[config.mk]
export PLATFORM = sky130hd
export DESIGN_NAME = terminal_escape_sequence_parser
export DESIGN_NICKNAME = d
export VERILOG_FILES = /design/src/sv/tesp_pkg.sv /design/src/sv/tesp_front.sv /design/src/sv/tesp_cmd_queue.sv /design/src/sv/tesp_back.sv /design/src/sv/terminal_escape_sequence_parser.sv
export SDC_FILE = /design/constraint.sdc
export NUM_CORES = 1
export LEC_CHECK = 0
export BUFFER_PORTS_ARGS = -buffer_cell sky130_fd_sc_hd__buf_2
export CORE_AREA = 2 2 206 208
export DETAILED_ROUTE_END_ITERATION = 10
export DIE_AREA = 0 0 208 210
export PLACE_DENSITY = 0.54
export SYNTH_ARGS = -nofsm -noshare
export SYNTH_HDL_FRONTEND = slang
export SYNTH_SLANG_ARGS = --single-unit
[constraint.sdc]
create_clock -name clk -period 4.86 [get_ports clk]
set_input_delay 0.972 -clock clk [delete_from_list [all_inputs] [get_ports clk]]
set_output_delay 0.972 -clock clk [all_outputs]
set_load 0.02 [all_outputs]
[src/sv/tesp_pkg.sv]
// Shared types, constants and screen geometry for the terminal escape sequence parser.
package tesp_pkg;

  localparam int COLS  = 80;
  localparam int ROWS  = 24;
  localparam int ROW_W = 5;
  localparam int COL_W = 7;
  localparam int CELL_W = 11;
  localparam int FWD_W = COL_W + 1;

  localparam logic [7:0] CH_ESC       = 8'h1B;
  localparam logic [7:0] CH_AT        = 8'h40;
  localparam logic [7:0] CH_TILDE     = 8'h7E;
  localparam logic [7:0] CH_LBRACKET  = 8'h5B;
  localparam logic [7:0] CH_P         = 8'h50;
  localparam logic [7:0] CH_EQUAL     = 8'h3D;
  localparam logic [7:0] CH_SPACE     = 8'h20;
  localparam logic [7:0] CH_BACKSLASH = 8'h5C;
  localparam logic [7:0] CH_PLUS      = 8'h2B;
  localparam logic [7:0] CH_MINUS     = 8'h2D;
  localparam logic [7:0] CH_SEMI      = 8'h3B;
  localparam logic [7:0] CH_ZERO      = 8'h30;
  localparam logic [7:0] CH_ONE       = 8'h31;
  localparam logic [7:0] CH_TWO       = 8'h32;
  localparam logic [7:0] CH_SIX       = 8'h36;
  localparam logic [7:0] CH_NINE      = 8'h39;
  localparam logic [7:0] CH_TAB       = 8'h09;
  localparam logic [7:0] CH_CR        = 8'h0D;
  localparam logic [7:0] CH_UP_H      = 8'h48;
  localparam logic [7:0] CH_UP_C      = 8'h43;
  localparam logic [7:0] CH_UP_K      = 8'h4B;
  localparam logic [7:0] CH_UP_J      = 8'h4A;
  localparam logic [7:0] CH_LO_H      = 8'h68;
  localparam logic [7:0] CH_LO_L      = 8'h6C;
  localparam logic [7:0] CH_LO_C      = 8'h63;
  localparam logic [7:0] CH_LO_R      = 8'h72;
  localparam logic [7:0] CH_LO_M      = 8'h6D;
  localparam logic [7:0] CH_LO_N      = 8'h6E;

  typedef enum logic [2:0] {
    ACT_CONSUMED = 3'd0,
    ACT_PASS     = 3'd1,
    ACT_ERASE    = 3'd2,
    ACT_CURSOR   = 3'd3,
    ACT_IGNORED  = 3'd4,
    ACT_ERROR    = 3'd5
  } act_t;

  typedef enum logic [2:0] {
    K_DIRECT       = 3'd0,
    K_SET          = 3'd1,
    K_FWD          = 3'd2,
    K_ERASE_LINE   = 3'd3,
    K_ERASE_SCREEN = 3'd4
  } cmd_kind_t;

  typedef enum logic [1:0] {
    ER_TO_END     = 2'd0,
    ER_FROM_START = 2'd1,
    ER_ALL        = 2'd2
  } erase_mode_t;

  typedef struct packed {
    cmd_kind_t          kind;
    act_t               action;
    logic [7:0]         echo;
    logic [ROW_W-1:0]   row_tgt;
    logic [COL_W-1:0]   col_tgt;
    logic [FWD_W-1:0]   fwd;
    erase_mode_t        mode;
  } cmd_t;

  typedef struct packed {
    act_t               action;
    logic [7:0]         echo;
    logic [CELL_W-1:0]  erase_first;
    logic [CELL_W-1:0]  erase_end;
    logic [ROW_W-1:0]   row;
    logic [COL_W-1:0]   col;
  } res_t;

endpackage

[src/sv/tesp_front.sv]
// Front end: accepts bytes, tracks the escape phase, scans CSI parameters and emits commands.
module tesp_front import tesp_pkg::*; (
  input  logic       clk,
  input  logic       rst_n,
  input  logic       push,
  input  logic [7:0] in_input_byte,
  output logic       full,
  input  logic       q_full,
  output logic       q_push,
  output cmd_t       q_cmd
);

  typedef enum logic [4:0] {
    PH_GROUND  = 5'b00001,
    PH_ESC     = 5'b00010,
    PH_CSI     = 5'b00100,
    PH_DCS     = 5'b01000,
    PH_DCS_ESC = 5'b10000
  } phase_t;

  typedef enum logic [12:0] {
    SC_WS1   = 13'b0000000000001,
    SC_SG1P  = 13'b0000000000010,
    SC_SG1N  = 13'b0000000000100,
    SC_D1P   = 13'b0000000001000,
    SC_D1N   = 13'b0000000010000,
    SC_WS2   = 13'b0000000100000,
    SC_SG2P  = 13'b0000001000000,
    SC_SG2N  = 13'b0000010000000,
    SC_D2P   = 13'b0000100000000,
    SC_D2N   = 13'b0001000000000,
    SC_DEAD0 = 13'b0010000000000,
    SC_DEAD1 = 13'b0100000000000,
    SC_DEAD2 = 13'b1000000000000
  } scan_t;

  typedef enum logic [2:0] {
    PC_EMPTY = 3'd0,
    PC_ZERO  = 3'd1,
    PC_ONE   = 3'd2,
    PC_TWO   = 3'd3,
    PC_SIX   = 3'd4,
    PC_BAD   = 3'd5
  } pcode_t;

  phase_t             phase_r, phase_nxt;
  scan_t              scan_r, scan_nxt, scan_step;
  logic signed [15:0] first_r, first_nxt, first_step;
  logic signed [15:0] second_r, second_nxt, second_step;
  logic [1:0]         plen_r, plen_nxt;
  logic [7:0]         pchar_r, pchar_nxt;

  logic               accept;
  logic [7:0]         b;
  logic               ws, dig, is_final, cnt2, cnt_ge1;
  logic [3:0]         d;
  pcode_t             pc;
  logic signed [16:0] row_m1, col_m1;
  cmd_t               cmd;

  function automatic logic signed [15:0] add_digit(input logic signed [15:0] v,
                                                  input logic neg, input logic [3:0] dv);
    logic signed [20:0] ext;
    logic signed [20:0] p;
    logic signed [20:0] r;
    ext = 21'(v);
    p = (ext <<< 3) + (ext <<< 1);
    r = neg ? (p - $signed({17'd0, dv})) : (p + $signed({17'd0, dv}));
    if (r > 21'sd32767) begin
      r = 21'sd32767;
    end else if (r < -21'sd32768) begin
      r = -21'sd32768;
    end
    return r[15:0];
  endfunction

  assign b      = in_input_byte;
  assign full   = q_full;
  assign accept = push && !q_full;
  assign q_push = accept;
  assign q_cmd  = cmd;

  assign ws       = (b == CH_SPACE) || (b >= CH_TAB && b <= CH_CR);
  assign dig      = (b >= CH_ZERO) && (b <= CH_NINE);
  assign d        = b[3:0];
  assign is_final = (b >= CH_AT) && (b <= CH_TILDE);

  assign cnt2    = (scan_r == SC_D2P) || (scan_r == SC_D2N) || (scan_r == SC_DEAD2);
  assign cnt_ge1 = cnt2 || (scan_r == SC_D1P) || (scan_r == SC_D1N) || (scan_r == SC_WS2) ||
                   (scan_r == SC_SG2P) || (scan_r == SC_SG2N) || (scan_r == SC_DEAD1);

  always_comb begin
    if (plen_r == 2'd0) begin
      pc = PC_EMPTY;
    end else if (plen_r != 2'd1) begin
      pc = PC_BAD;
    end else if (pchar_r == CH_ZERO) begin
      pc = PC_ZERO;
    end else if (pchar_r == CH_ONE) begin
      pc = PC_ONE;
    end else if (pchar_r == CH_TWO) begin
      pc = PC_TWO;
    end else if (pchar_r == CH_SIX) begin
      pc = PC_SIX;
    end else begin
      pc = PC_BAD;
    end
  end

  always_comb begin
    scan_step   = scan_r;
    first_step  = first_r;
    second_step = second_r;
    case (scan_r)
      SC_WS1: begin
        if (!ws) begin
          if (b == CH_PLUS) begin
            scan_step = SC_SG1P;
          end else if (b == CH_MINUS) begin
            scan_step = SC_SG1N;
          end else if (dig) begin
            first_step = $signed({12'd0, d});
            scan_step  = SC_D1P;
          end else begin
            scan_step = SC_DEAD0;
          end
        end
      end
      SC_SG1P, SC_SG1N: begin
        if (dig) begin
          first_step = add_digit(16'sd0, scan_r == SC_SG1N, d);
          scan_step  = (scan_r == SC_SG1N) ? SC_D1N : SC_D1P;
        end else begin
          scan_step = SC_DEAD0;
        end
      end
      SC_D1P, SC_D1N: begin
        if (dig) begin
          first_step = add_digit(first_r, scan_r == SC_D1N, d);
        end else if (b == CH_SEMI) begin
          scan_step = SC_WS2;
        end else begin
          scan_step = SC_DEAD1;
        end
      end
      SC_WS2: begin
        if (!ws) begin
          if (b == CH_PLUS) begin
            scan_step = SC_SG2P;
          end else if (b == CH_MINUS) begin
            scan_step = SC_SG2N;
          end else if (dig) begin
            second_step = $signed({12'd0, d});
            scan_step   = SC_D2P;
          end else begin
            scan_step = SC_DEAD1;
          end
        end
      end
      SC_SG2P, SC_SG2N: begin
        if (dig) begin
          second_step = add_digit(16'sd0, scan_r == SC_SG2N, d);
          scan_step   = (scan_r == SC_SG2N) ? SC_D2N : SC_D2P;
        end else begin
          scan_step = SC_DEAD1;
        end
      end
      SC_D2P, SC_D2N: begin
        if (dig) begin
          second_step = add_digit(second_r, scan_r == SC_D2N, d);
        end else begin
          scan_step = SC_DEAD2;
        end
      end
      default: begin
        scan_step = scan_r;
      end
    endcase
  end

  assign row_m1 = 17'(first_r) - 17'sd1;
  assign col_m1 = 17'(second_r) - 17'sd1;

  always_comb begin
    phase_nxt  = phase_r;
    scan_nxt   = scan_r;
    first_nxt  = first_r;
    second_nxt = second_r;
    plen_nxt   = plen_r;
    pchar_nxt  = pchar_r;
    cmd        = '0;
    cmd.kind   = K_DIRECT;
    cmd.action = ACT_CONSUMED;
    cmd.echo   = b;
    cmd.mode   = ER_TO_END;
    case (phase_r)
      PH_ESC: begin
        if (b == CH_LBRACKET) begin
          phase_nxt  = PH_CSI;
          first_nxt  = 16'sd0;
          second_nxt = 16'sd0;
          scan_nxt   = SC_WS1;
          plen_nxt   = 2'd0;
          pchar_nxt  = 8'd0;
        end else if (b == CH_P) begin
          phase_nxt = PH_DCS;
        end else begin
          cmd.action = (b == CH_EQUAL) ? ACT_IGNORED : ACT_ERROR;
          phase_nxt  = PH_GROUND;
        end
      end
      PH_CSI: begin
        if (is_final) begin
          phase_nxt = PH_GROUND;
          if (b == CH_UP_H) begin
            if (plen_r == 2'd0) begin
              cmd.kind    = K_SET;
              cmd.row_tgt = '0;
              cmd.col_tgt = '0;
            end else if (cnt2) begin
              cmd.kind = K_SET;
              if (row_m1 < 17'sd0) begin
                cmd.row_tgt = '0;
              end else if (row_m1 > $signed(17'(ROWS - 1))) begin
                cmd.row_tgt = ROW_W'(ROWS - 1);
              end else begin
                cmd.row_tgt = row_m1[ROW_W-1:0];
              end
              if (col_m1 < 17'sd0) begin
                cmd.col_tgt = '0;
              end else if (col_m1 > $signed(17'(COLS - 1))) begin
                cmd.col_tgt = COL_W'(COLS - 1);
              end else begin
                cmd.col_tgt = col_m1[COL_W-1:0];
              end
            end else begin
              cmd.action = ACT_ERROR;
            end
          end else if (b == CH_UP_C) begin
            cmd.kind = K_FWD;
            if (plen_r == 2'd0 || !cnt_ge1) begin
              cmd.fwd = FWD_W'(1);
            end else if (first_r > 16'sd0) begin
              if ($unsigned(first_r) >= 16'(COLS)) begin
                cmd.fwd = FWD_W'(COLS);
              end else begin
                cmd.fwd = first_r[FWD_W-1:0];
              end
            end else begin
              cmd.fwd = '0;
            end
          end else if (b == CH_UP_K || b == CH_UP_J) begin
            if (pc == PC_EMPTY || pc == PC_ZERO || pc == PC_ONE || pc == PC_TWO) begin
              cmd.kind = (b == CH_UP_K) ? K_ERASE_LINE : K_ERASE_SCREEN;
              if (pc == PC_ONE) begin
                cmd.mode = ER_FROM_START;
              end else if (pc == PC_TWO) begin
                cmd.mode = ER_ALL;
              end else begin
                cmd.mode = ER_TO_END;
              end
            end else begin
              cmd.action = ACT_ERROR;
            end
          end else if (b == CH_LO_H || b == CH_LO_L || b == CH_LO_C || b == CH_LO_R ||
                       b == CH_LO_M) begin
            cmd.action = ACT_IGNORED;
          end else if (b == CH_LO_N) begin
            cmd.action = (pc == PC_SIX) ? ACT_IGNORED : ACT_ERROR;
          end else begin
            cmd.action = ACT_ERROR;
          end
        end else begin
          if (plen_r == 2'd0) begin
            pchar_nxt = b;
          end
          if (plen_r != 2'd3) begin
            plen_nxt = plen_r + 2'd1;
          end
          scan_nxt   = scan_step;
          first_nxt  = first_step;
          second_nxt = second_step;
        end
      end
      PH_DCS: begin
        if (b == CH_ESC) begin
          phase_nxt = PH_DCS_ESC;
        end
      end
      PH_DCS_ESC: begin
        cmd.action = (b == CH_BACKSLASH) ? ACT_IGNORED : ACT_ERROR;
        phase_nxt  = PH_GROUND;
      end
      default: begin
        if (b == CH_ESC) begin
          phase_nxt = PH_ESC;
        end else begin
          cmd.action = ACT_PASS;
        end
      end
    endcase
  end

  always_ff @(posedge clk) begin
    if (!rst_n) begin
      phase_r  <= PH_GROUND;
      scan_r   <= SC_WS1;
      first_r  <= 16'sd0;
      second_r <= 16'sd0;
      plen_r   <= 2'd0;
      pchar_r  <= 8'd0;
    end else if (accept) begin
      phase_r  <= phase_nxt;
      scan_r   <= scan_nxt;
      first_r  <= first_nxt;
      second_r <= second_nxt;
      plen_r   <= plen_nxt;
      pchar_r  <= pchar_nxt;
    end
  end

endmodule

[src/sv/tesp_cmd_queue.sv]
// Two-entry command queue between the front end and the back end.
module tesp_cmd_queue import tesp_pkg::*; (
  input  logic clk,
  input  logic rst_n,
  input  logic push,
  input  cmd_t din,
  output logic full,
  input  logic pop,
  output cmd_t dout,
  output logic empty
);

  cmd_t       mem_r [2];
  logic       wr_ptr_r, wr_ptr_nxt;
  logic       rd_ptr_r, rd_ptr_nxt;
  logic [1:0] count_r, count_nxt;
  logic       do_push, do_pop;

  assign full    = (count_r == 2'd2);
  assign empty   = (count_r == 2'd0);
  assign do_push = push && !full;
  assign do_pop  = pop && !empty;
  assign dout    = mem_r[rd_ptr_r];

  always_comb begin
    wr_ptr_nxt = do_push ? ~wr_ptr_r : wr_ptr_r;
    rd_ptr_nxt = do_pop ? ~rd_ptr_r : rd_ptr_r;
    count_nxt  = count_r + {1'b0, do_push} - {1'b0, do_pop};
  end

  always_ff @(posedge clk) begin
    if (!rst_n) begin
      wr_ptr_r <= 1'b0;
      rd_ptr_r <= 1'b0;
      count_r  <= 2'd0;
    end else begin
      wr_ptr_r <= wr_ptr_nxt;
      rd_ptr_r <= rd_ptr_nxt;
      count_r  <= count_nxt;
    end
  end

  always_ff @(posedge clk) begin
    if (do_push) begin
      mem_r[wr_ptr_r] <= din;
    end
  end

endmodule

[src/sv/tesp_back.sv]
// Back end: applies commands to the cursor, computes erase ranges and queues the results.
module tesp_back import tesp_pkg::*; (
  input  logic              clk,
  input  logic              rst_n,
  input  logic              cmd_empty,
  input  cmd_t              cmd,
  output logic              cmd_pop,
  output logic              empty,
  input  logic              pop,
  output logic [2:0]        out_action,
  output logic [7:0]        out_echo_byte,
  output logic [CELL_W-1:0] out_erase_first,
  output logic [CELL_W-1:0] out_erase_end,
  output logic [ROW_W-1:0]  out_cursor_row,
  output logic [COL_W-1:0]  out_cursor_col
);

  logic [ROW_W-1:0]  row_r, row_nxt;
  logic [COL_W-1:0]  col_r, col_nxt;
  res_t              res_q_r [2];
  logic              wr_ptr_r, rd_ptr_r;
  logic [1:0]        count_r, count_nxt;
  logic              take, do_pop;
  logic [CELL_W-1:0] line, here, line_end, total;
  logic [FWD_W-1:0]  col_sum;
  res_t              res;
  res_t              head;

  assign take    = !cmd_empty && (count_r != 2'd2);
  assign cmd_pop = take;
  assign empty   = (count_r == 2'd0);
  assign do_pop  = pop && !empty;

  assign line     = CELL_W'(row_r) * CELL_W'(COLS);
  assign here     = line + CELL_W'(col_r);
  assign line_end = line + CELL_W'(COLS);
  assign total    = CELL_W'(ROWS * COLS);
  assign col_sum  = FWD_W'(col_r) + cmd.fwd;

  always_comb begin
    row_nxt         = row_r;
    col_nxt         = col_r;
    res.action      = cmd.action;
    res.echo        = cmd.echo;
    res.erase_first = '0;
    res.erase_end   = '0;
    case (cmd.kind)
      K_SET: begin
        res.action = ACT_CURSOR;
        row_nxt    = cmd.row_tgt;
        col_nxt    = cmd.col_tgt;
      end
      K_FWD: begin
        res.action = ACT_CURSOR;
        if (col_sum > FWD_W'(COLS - 1)) begin
          col_nxt = COL_W'(COLS - 1);
        end else begin
          col_nxt = col_sum[COL_W-1:0];
        end
      end
      K_ERASE_LINE: begin
        res.action = ACT_ERASE;
        case (cmd.mode)
          ER_FROM_START: begin
            res.erase_first = line;
            res.erase_end   = here;
          end
          ER_ALL: begin
            res.erase_first = line;
            res.erase_end   = line_end;
          end
          default: begin
            res.erase_first = here;
            res.erase_end   = line_end;
          end
        endcase
      end
      K_ERASE_SCREEN: begin
        res.action = ACT_ERASE;
        case (cmd.mode)
          ER_FROM_START: begin
            res.erase_first = '0;
            res.erase_end   = here;
          end
          ER_ALL: begin
            res.erase_first = '0;
            res.erase_end   = total;
          end
          default: begin
            res.erase_first = here;
            res.erase_end   = total;
          end
        endcase
      end
      default: begin
        res.action = cmd.action;
      end
    endcase
    res.row = row_nxt;
    res.col = col_nxt;
  end

  assign count_nxt = count_r + {1'b0, take} - {1'b0, do_pop};

  always_ff @(posedge clk) begin
    if (!rst_n) begin
      row_r    <= '0;
      col_r    <= '0;
      wr_ptr_r <= 1'b0;
      rd_ptr_r <= 1'b0;
      count_r  <= 2'd0;
    end else begin
      if (take) begin
        row_r    <= row_nxt;
        col_r    <= col_nxt;
        wr_ptr_r <= ~wr_ptr_r;
      end
      if (do_pop) begin
        rd_ptr_r <= ~rd_ptr_r;
      end
      count_r <= count_nxt;
    end
  end

  always_ff @(posedge clk) begin
    if (take) begin
      res_q_r[wr_ptr_r] <= res;
    end
  end

  assign head            = res_q_r[rd_ptr_r];
  assign out_action      = head.action;
  assign out_echo_byte   = head.echo;
  assign out_erase_first = head.erase_first;
  assign out_erase_end   = head.erase_end;
  assign out_cursor_row  = head.row;
  assign out_cursor_col  = head.col;

endmodule

[src/sv/terminal_escape_sequence_parser.sv]
// Top level of the terminal escape sequence parser.
// The parser takes one byte per clock while full is low and returns one result per byte, in
// order. A front end tracks ESC, CSI and DCS phases and scans CSI parameters; a two-entry
// command queue feeds a back end that owns the cursor, computes erase ranges and holds results
// in a two-entry output queue. With pop held high, a new byte is accepted every cycle; a result
// reaches the out_ ports after its command is written into the command queue when its byte is
// accepted and then taken from there into the output queue.
// Stalls on the result side fill both queues before full is raised.
module terminal_escape_sequence_parser import tesp_pkg::*; (
  input  logic              clk,
  input  logic              rst_n,
  input  logic              push,
  input  logic [7:0]        in_input_byte,
  output logic              full,
  output logic              empty,
  input  logic              pop,
  output logic [2:0]        out_action,
  output logic [7:0]        out_echo_byte,
  output logic [CELL_W-1:0] out_erase_first,
  output logic [CELL_W-1:0] out_erase_end,
  output logic [ROW_W-1:0]  out_cursor_row,
  output logic [COL_W-1:0]  out_cursor_col
);

  logic q_full, q_push, q_empty, q_pop;
  cmd_t q_cmd_in, q_cmd_out;

  tesp_front u_front (
    .clk           (clk),
    .rst_n         (rst_n),
    .push          (push),
    .in_input_byte (in_input_byte),
    .full          (full),
    .q_full        (q_full),
    .q_push        (q_push),
    .q_cmd         (q_cmd_in)
  );

  tesp_cmd_queue u_cmd_queue (
    .clk   (clk),
    .rst_n (rst_n),
    .push  (q_push),
    .din   (q_cmd_in),
    .full  (q_full),
    .pop   (q_pop),
    .dout  (q_cmd_out),
    .empty (q_empty)
  );

  tesp_back u_back (
    .clk             (clk),
    .rst_n           (rst_n),
    .cmd_empty       (q_empty),
    .cmd             (q_cmd_out),
    .cmd_pop         (q_pop),
    .empty           (empty),
    .pop             (pop),
    .out_action      (out_action),
    .out_echo_byte   (out_echo_byte),
    .out_erase_first (out_erase_first),
    .out_erase_end   (out_erase_end),
    .out_cursor_row  (out_cursor_row),
    .out_cursor_col  (out_cursor_col)
  );

  a_cursor_on_screen: assert property (@(posedge clk) disable iff (!rst_n)
    !empty |-> (out_cursor_row < ROW_W'(ROWS)) && (out_cursor_col < COL_W'(COLS)))
    else $error("cursor left the screen");

  a_erase_range: assert property (@(posedge clk) disable iff (!rst_n)
    (!empty && out_action == ACT_ERASE) |->
      (out_erase_first <= out_erase_end) && (out_erase_end <= CELL_W'(ROWS * COLS)))
    else $error("erase range out of order or beyond the screen");

  a_no_range_otherwise: assert property (@(posedge clk) disable iff (!rst_n)
    (!empty && out_action != ACT_ERASE) |-> (out_erase_first == '0) && (out_erase_end == '0))
    else $error("erase range reported without an erase");

  a_cmd_enqueued: assert property (@(posedge clk) disable iff (!rst_n)
    (push && !full && q_empty) |=> !q_empty)
    else $error("accepted transaction did not reach the command queue");

endmodule
# Yosys cells after proc, flatten, opt, wreduce, memory -nomap -nowiden
# Memories as Yosys holds them, arrays and structs flattened. A register that Yosys moved wholly into a read port is not among the register bits.
# Cells that the tools add are included.
# totals
mem_bits_rw,162
elab_cells,306
memories,2
regBits,80
# mem_list
name,words,width,rd,rd_ports_with_merged_regs,write_ports,line_no,rtl
u_back.res_q_r,2,45,1,1,1,tesp_back.sv:20,res_t res_q_r [2];
u_cmd_queue.mem_r,2,36,1,1,1,tesp_cmd_queue.sv:13,cmd_t mem_r [2];
# op_classes
mul,1
n_bitwise,4
addsub,17
eq_ne,76
n_mux,123
n_reduce_logical,48
n_lt_le_gt_ge,21
# op_table
op,n
two-way mux 16 bit,19
two-way mux 13 bit,12
case mux 22 bit (2 select lines),3
"equality test 8 x 7 -> 1 bit, second input constant",13
case mux 16 bit (3 select lines),2
"greater-than comparator 21 x 16 -> 1 bit, second input constant",4
"< comparator 21 x 16 -> 1 bit, second input constant",4
two-way mux 21 bit,4
case mux 13 bit (6 select lines),1
"equality test 8 x 6 -> 1 bit, second input constant",9
case mux 16 bit (2 select lines),2
two-way mux 12 bit,5
two-way mux 3 bit,20
two-way mux 8 bit,7
two-way mux 22 bit,2
adder 21 x 5 -> 21 bit,2
subtractor 21 x 5 -> 21 bit,2
adder 19 x 17 -> 20 bit,2
two-way mux 5 bit,8
"< comparator 17 x 1 -> 1 bit, second input constant",2
"subtractor 16 x 2 -> 17 bit, second input constant",2
case mux 13 bit (2 select lines),1
"!= test 3 bit, second input constant",8
AND reduction 11 bit,2
other kinds (72),154

# Longest topological paths before layout
# logic_depth
word_depth,17
depth_mapped,18

# Hierarchy
# A second synthesis with hierarchy kept.
# hier_totals
cells_unflattened,1724
area_unflattened_um2,16694.8
# modules_own_cells
module,instances,cells_each,seq_area_each_um2,area_each_um2
tesp_front,1,1161,1201.2,8316.7
tesp_back,1,424,3042.9,5392.7
tesp_cmd_queue,1,139,2262.2,2985.4

# Worst setup path after synthesis
# OpenSTA, ideal clock, no wires.
# synth_timing
path_kind,reg-to-reg
start,reg with a tool-made name
end,mem u_back.res_q_r[0][4] in the netlist's numbering (data pin)
period_less_slack_ns,3.992
required_ns,4.591
path_slack_ns,0.868
arrival_time_ns,3.722
path_buffers,3
stages_incl_launch_ff,16
setup_time_ns,0.269
cell_sequence,dfxtp_1 > clkbuf_1 > clkbuf_1 > buf_1 > mux2_2 > ha_1 > a21o_1 > a21oi_1 > o21bai_1 > a21oi_1 > o21bai_1 > a21oi_1 > xor2_1 > nand2b_1 > nor2_1 > a221o_1
# synth_lines
element,line_no
end: declaration,tesp_back.sv:20

# Final worst setup path
# layout_timing
start,reg u_front.first_r[0]
end,reg u_front.first_r[4]
# layout_via
elab_chain_cells,10
word_cells_on_any_way,12
cone_classes,3 x add/sub; 2 x order compare; 7 x mux
# layout_rtl
element,line_no,rtl
start: declaration,tesp_front.sv:48,"logic signed [15:0] first_r, first_nxt, first_step;"
start signal: assignment,tesp_front.sv:315,first_r <= first_nxt;
adder 19 x 17 -> 20 bit *,tesp_front.sv:67,p = (ext <<< 3) + (ext <<< 1);
adder 21 x 5 -> 21 bit or subtractor 21 x 5 -> 21 bit (tied branches),tesp_front.sv:68,"r = neg ? (p - $signed({17'd0, dv})) : (p + $signed({17'd0, dv}));"
two-way mux 21 bit *,tesp_front.sv:68,
< comparator 21 x 16 -> 1 bit,tesp_front.sv:71,end else if (r < -21'sd32768) begin
two-way mux 16 bit,tesp_front.sv:71,
two-way mux 16 bit *,tesp_front.sv:69,if (r > 21'sd32767) begin
two-way mux 16 bit *,tesp_front.sv:138,if (dig) begin
case mux 16 bit (3 select lines) *,tesp_front.sv:114,case (scan_r)
two-way mux 16 bit *,tesp_front.sv:213,if (is_final) begin
case mux 16 bit (2 select lines) *,tesp_front.sv:196,case (phase_r)
# Mark *: on every way between the ends. The rest lies on a longest branch, timed or not. The select of a mux whose other input is x is not followed.
# A chain may end at the register's enable or synchronous reset.

==> flow_summary.ini <==
[worst_setup_path]
reg2reg_setup_slack_ns = 0.29
crit_fanout = 13
r2r-start = u_front.first_r[0]$_SDFFE_PN0P_
crit_type = flop to flop
rr_endpoint = u_front.first_r[4]$_SDFFE_PN0P_
critPathRequiredTime_ns = 5.30
critical_path.startpoint_type = flop
r2r_cells = 14
critPathCaptureType = flop
arrival_ns = 5.01

[die]
die_x_um = 208
initial_core_util_pct = 37.7
io_pins = 59
dieArea_mm2 = 0.0437
fp.coreArea_mm2 = 0.0415
num_rows = 75
fp.dieH_um = 210

[finish]
layout.nets = 1778
fin_area_mm2 = 0.0174
final_util_pct = 41.9
drive_above_1_share_pct = 14.8
stdcell_count = 2237
area_growth_pct = 11.2
num_antenna_cells = 0

[synth]
synth_top_area_share_pct = 30.7
synthMostInstantiatedCell = nand2_1
async_flop_share_pct = 0
synth-edff-count = 160
synth_common_cells = 165 x nand2_1, 160 x edfxtp_1, 137 x nor2_1, 130 x a21oi_1, 82 x dfxtp_1
syn-cell-area_mm2 = 0.0156
seq_area_frac_synth_pct = 41.2
ys_types = 98
postSynthCellCount = 1631
yosysWarnings = 0
synthFlopType = edfxtp_1
synth.area.top_cells = edfxtp_1 31%, dfxtp_1 10%, ha_1 6.3%
synth_seq_cells = 242
yosysTopAreaCell = edfxtp_1
synth_area_per_cell_um2 = 9.59

[clock_network]
cts_hold_buf = 0
clk_pin_slew_ns = 0.07
cts_tree = built
clock_path_buffers = 3
cts_buffers = 27
clockRootBuffer = clkbuf_16
htree_num_levels = 1
cts.sinks = 242
clock_latency_ns = 0.55

[timing]
slew_headroom_pct = 20.1
tns_ns = 0
period_minus_slack_ns = 4.57
whs_ns = 0.453
rsz0062_at_grt = false
slew_violations = 0
fin_crit_sh_pct = 94.0
tightest_slew_ns = 1.19
hold_viol = 0
finClkSkew_ns = 0.0260
setup_viol = 0
clock.fmax_mhz = 219

[route]
wire_per_inst_um = 18.0
ant_nets = 0
drc_errors = 0
drt-total-wl_um = 40200
dr.first_iter.drc_count = 883
vias_per_cell = 5.58
drt-pass1-iter-count = 5
num_vias = 12486

[placement]
io_buffers = 58
dpl_cell_area_mm2 = 0.0165
dp_hpwl_um = 29900
dp.cells = 2188
gp_congestion = 0.893

[worst_hold_path]
worst_hold_path.endpoint = u_front.pchar_r[6]$_SDFFE_PN0P_
hold_depth = 2
min_path_type = flop to flop
min_from = u_front.pchar_r[6]$_SDFFE_PN0P_

[power_and_ir_drop]
leakage_nw = 6.66
pwr_density_cell_mw_per_mm2 = 399
peakVddDrop_mv = 0.189

[flow_run]
cap_violations = 0

[global_routing]
grt_start_max_net_pins = 37
antenna_found_initial = 0
grt-ovfl-total = 0
grt_pass1_wl_um = 65600
track_usage_pct = 18.3
grt_pass1_vias = 12233

[status]
outcome = complete, no violations
-- placed cells by master (no fill, tap or decap), types with 21 or more instances in the layout --
cell type	instances
a21oi_1	130
and3_1	25
buf_2	58
buf_4	31
clkbuf_16	27
dfxtp_1	80
edfxtp_1	160
ha_1	79
inv_1	50
mux2_2	62
mux2i_1	28
nand2_1	165
nand3_1	49
nor2_1	135
nor3_1	58
o211ai_2	21
o21ai_0	62
xnor2_1	59
xor2_1	28
-- flip-flops by register name (all words and copies together), names as in the netlist, named ones only --
| register | flops |
|---|---|
| u_cmd_queue.count_r | 2 |
| u_front.scan_r | 13 |
| u_back.rd_ptr_r | 1 |
| u_cmd_queue.wr_ptr_r | 1 |
| u_cmd_queue.mem_r | 70 |
| u_back.count_r | 2 |
| u_cmd_queue.rd_ptr_r | 1 |
| u_front.phase_r | 5 |
| u_back.wr_ptr_r | 1 |
| u_back.col_r | 7 |
| u_front.plen_r | 2 |
| u_front.pchar_r | 8 |
| u_back.res_q_r | 90 |
| u_front.second_r | 16 |
| u_front.first_r | 16 |
| u_back.row_r | 5 |
-- where the power goes --
part	internal (W)	switching, W
combinational	0.000789	0.00129
sequential	0.00271	0.000185
clock	0.00112	0.000833
-- critical path: stages, from the launching register on --
cell	delay (ns)
dfxtp_1	0.31
ha_1	0.24
fa_1	0.43
a211oi_1	0.35
o21a_1	0.25
xnor2_1	0.23
nand4_1	0.26
or4_1	0.50
nor4_1	0.41
a41oi_1	0.23
xnor2_2	0.20
a211o_1	0.34
nand2_1	0.10
nand2_1	0.34
o211ai_1	0.29
-- repair_timing --
| action | 4_1_cts | 5_1_grt |
|---|---|---|
| buffers inserted | 0 | 0 |
| endpoints found under the setup margin | 0 | 11 |
| gates resized for setup | 0 | 1 |
-- layout make-up --
type	count	area [um^2]
inverter	51	191
clock inverter	18	146
timing repair buffer	89	523
sequential	242	6450
tap	539	674
fill	3990	24100
clock buffer	31	691
multi-input combinational	1267	8720
-- layer usage --
metal / GRT usage, % / vias up / part of all wire [%]
met1: 24.8 / 5979 / 46
li1: - / 6183 / -
met5: 0 / - / 0
met3: 1.82 / 65 / 3.6
met2: 30.9 / 259 / 48
met4: 5.84 / 0 / 2.7
-- kinds of logic (layout without fill, tap and decap cells) --
| group | count (synthesis) | after routing | synth area share, % |
|---|---|---|---|
| flops | 242 | 242 | 41.2 |
| simple gates | 604 | 604 | 19.6 |
| mux | 90 | 90 | 6.25 |
| fa+ha+maj | 88 | 88 | 7.47 |
| other cells | 1 | 2 | 0.0240 |
| compound gates | 394 | 394 | 17.2 |
| buf+inv | 123 | 189 | 3.25 |
| xor+xnor | 89 | 89 | 5.08 |
-- through the flow --
step | total power (W) | worst slack, ns
detailed placement | 0.00505 | 0.345
floorplan | 0.00439 | 0.868
CTS | 0.00703 | 0.310
global route | 0.00733 | 0.0330
global placement | 0.00502 | 0.421
finish | 0.00694 | 0.293
-- worst max-delay path by stage --
stage / endpoint / slack (ns) / cells past startpoint / startpoint
floorplan: u_back.res_q_r[0][4]$_DFFE_PP_ / 0.87 / 15 / flop
global placement: u_front.first_r[6]$_SDFFE_PN0P_ / 0.42 / 16 / in_input_byte[1]
detailed placement: u_front.first_r[4]$_SDFFE_PN0P_ / 0.34 / 14 / u_front.first_r[0]$_SDFFE_PN0P_
CTS: u_front.first_r[4]$_SDFFE_PN0P_ / 0.31 / 14 / u_front.first_r[0]$_SDFFE_PN0P_
global route: u_front.first_r[4]$_SDFFE_PN0P_ / 0.03 / 14 / u_front.first_r[0]$_SDFFE_PN0P_
finish: u_front.first_r[4]$_SDFFE_PN0P_ / 0.29 / 14 / u_front.first_r[0]$_SDFFE_PN0P_
Note: power is estimated with default switching activity, not from simulation.
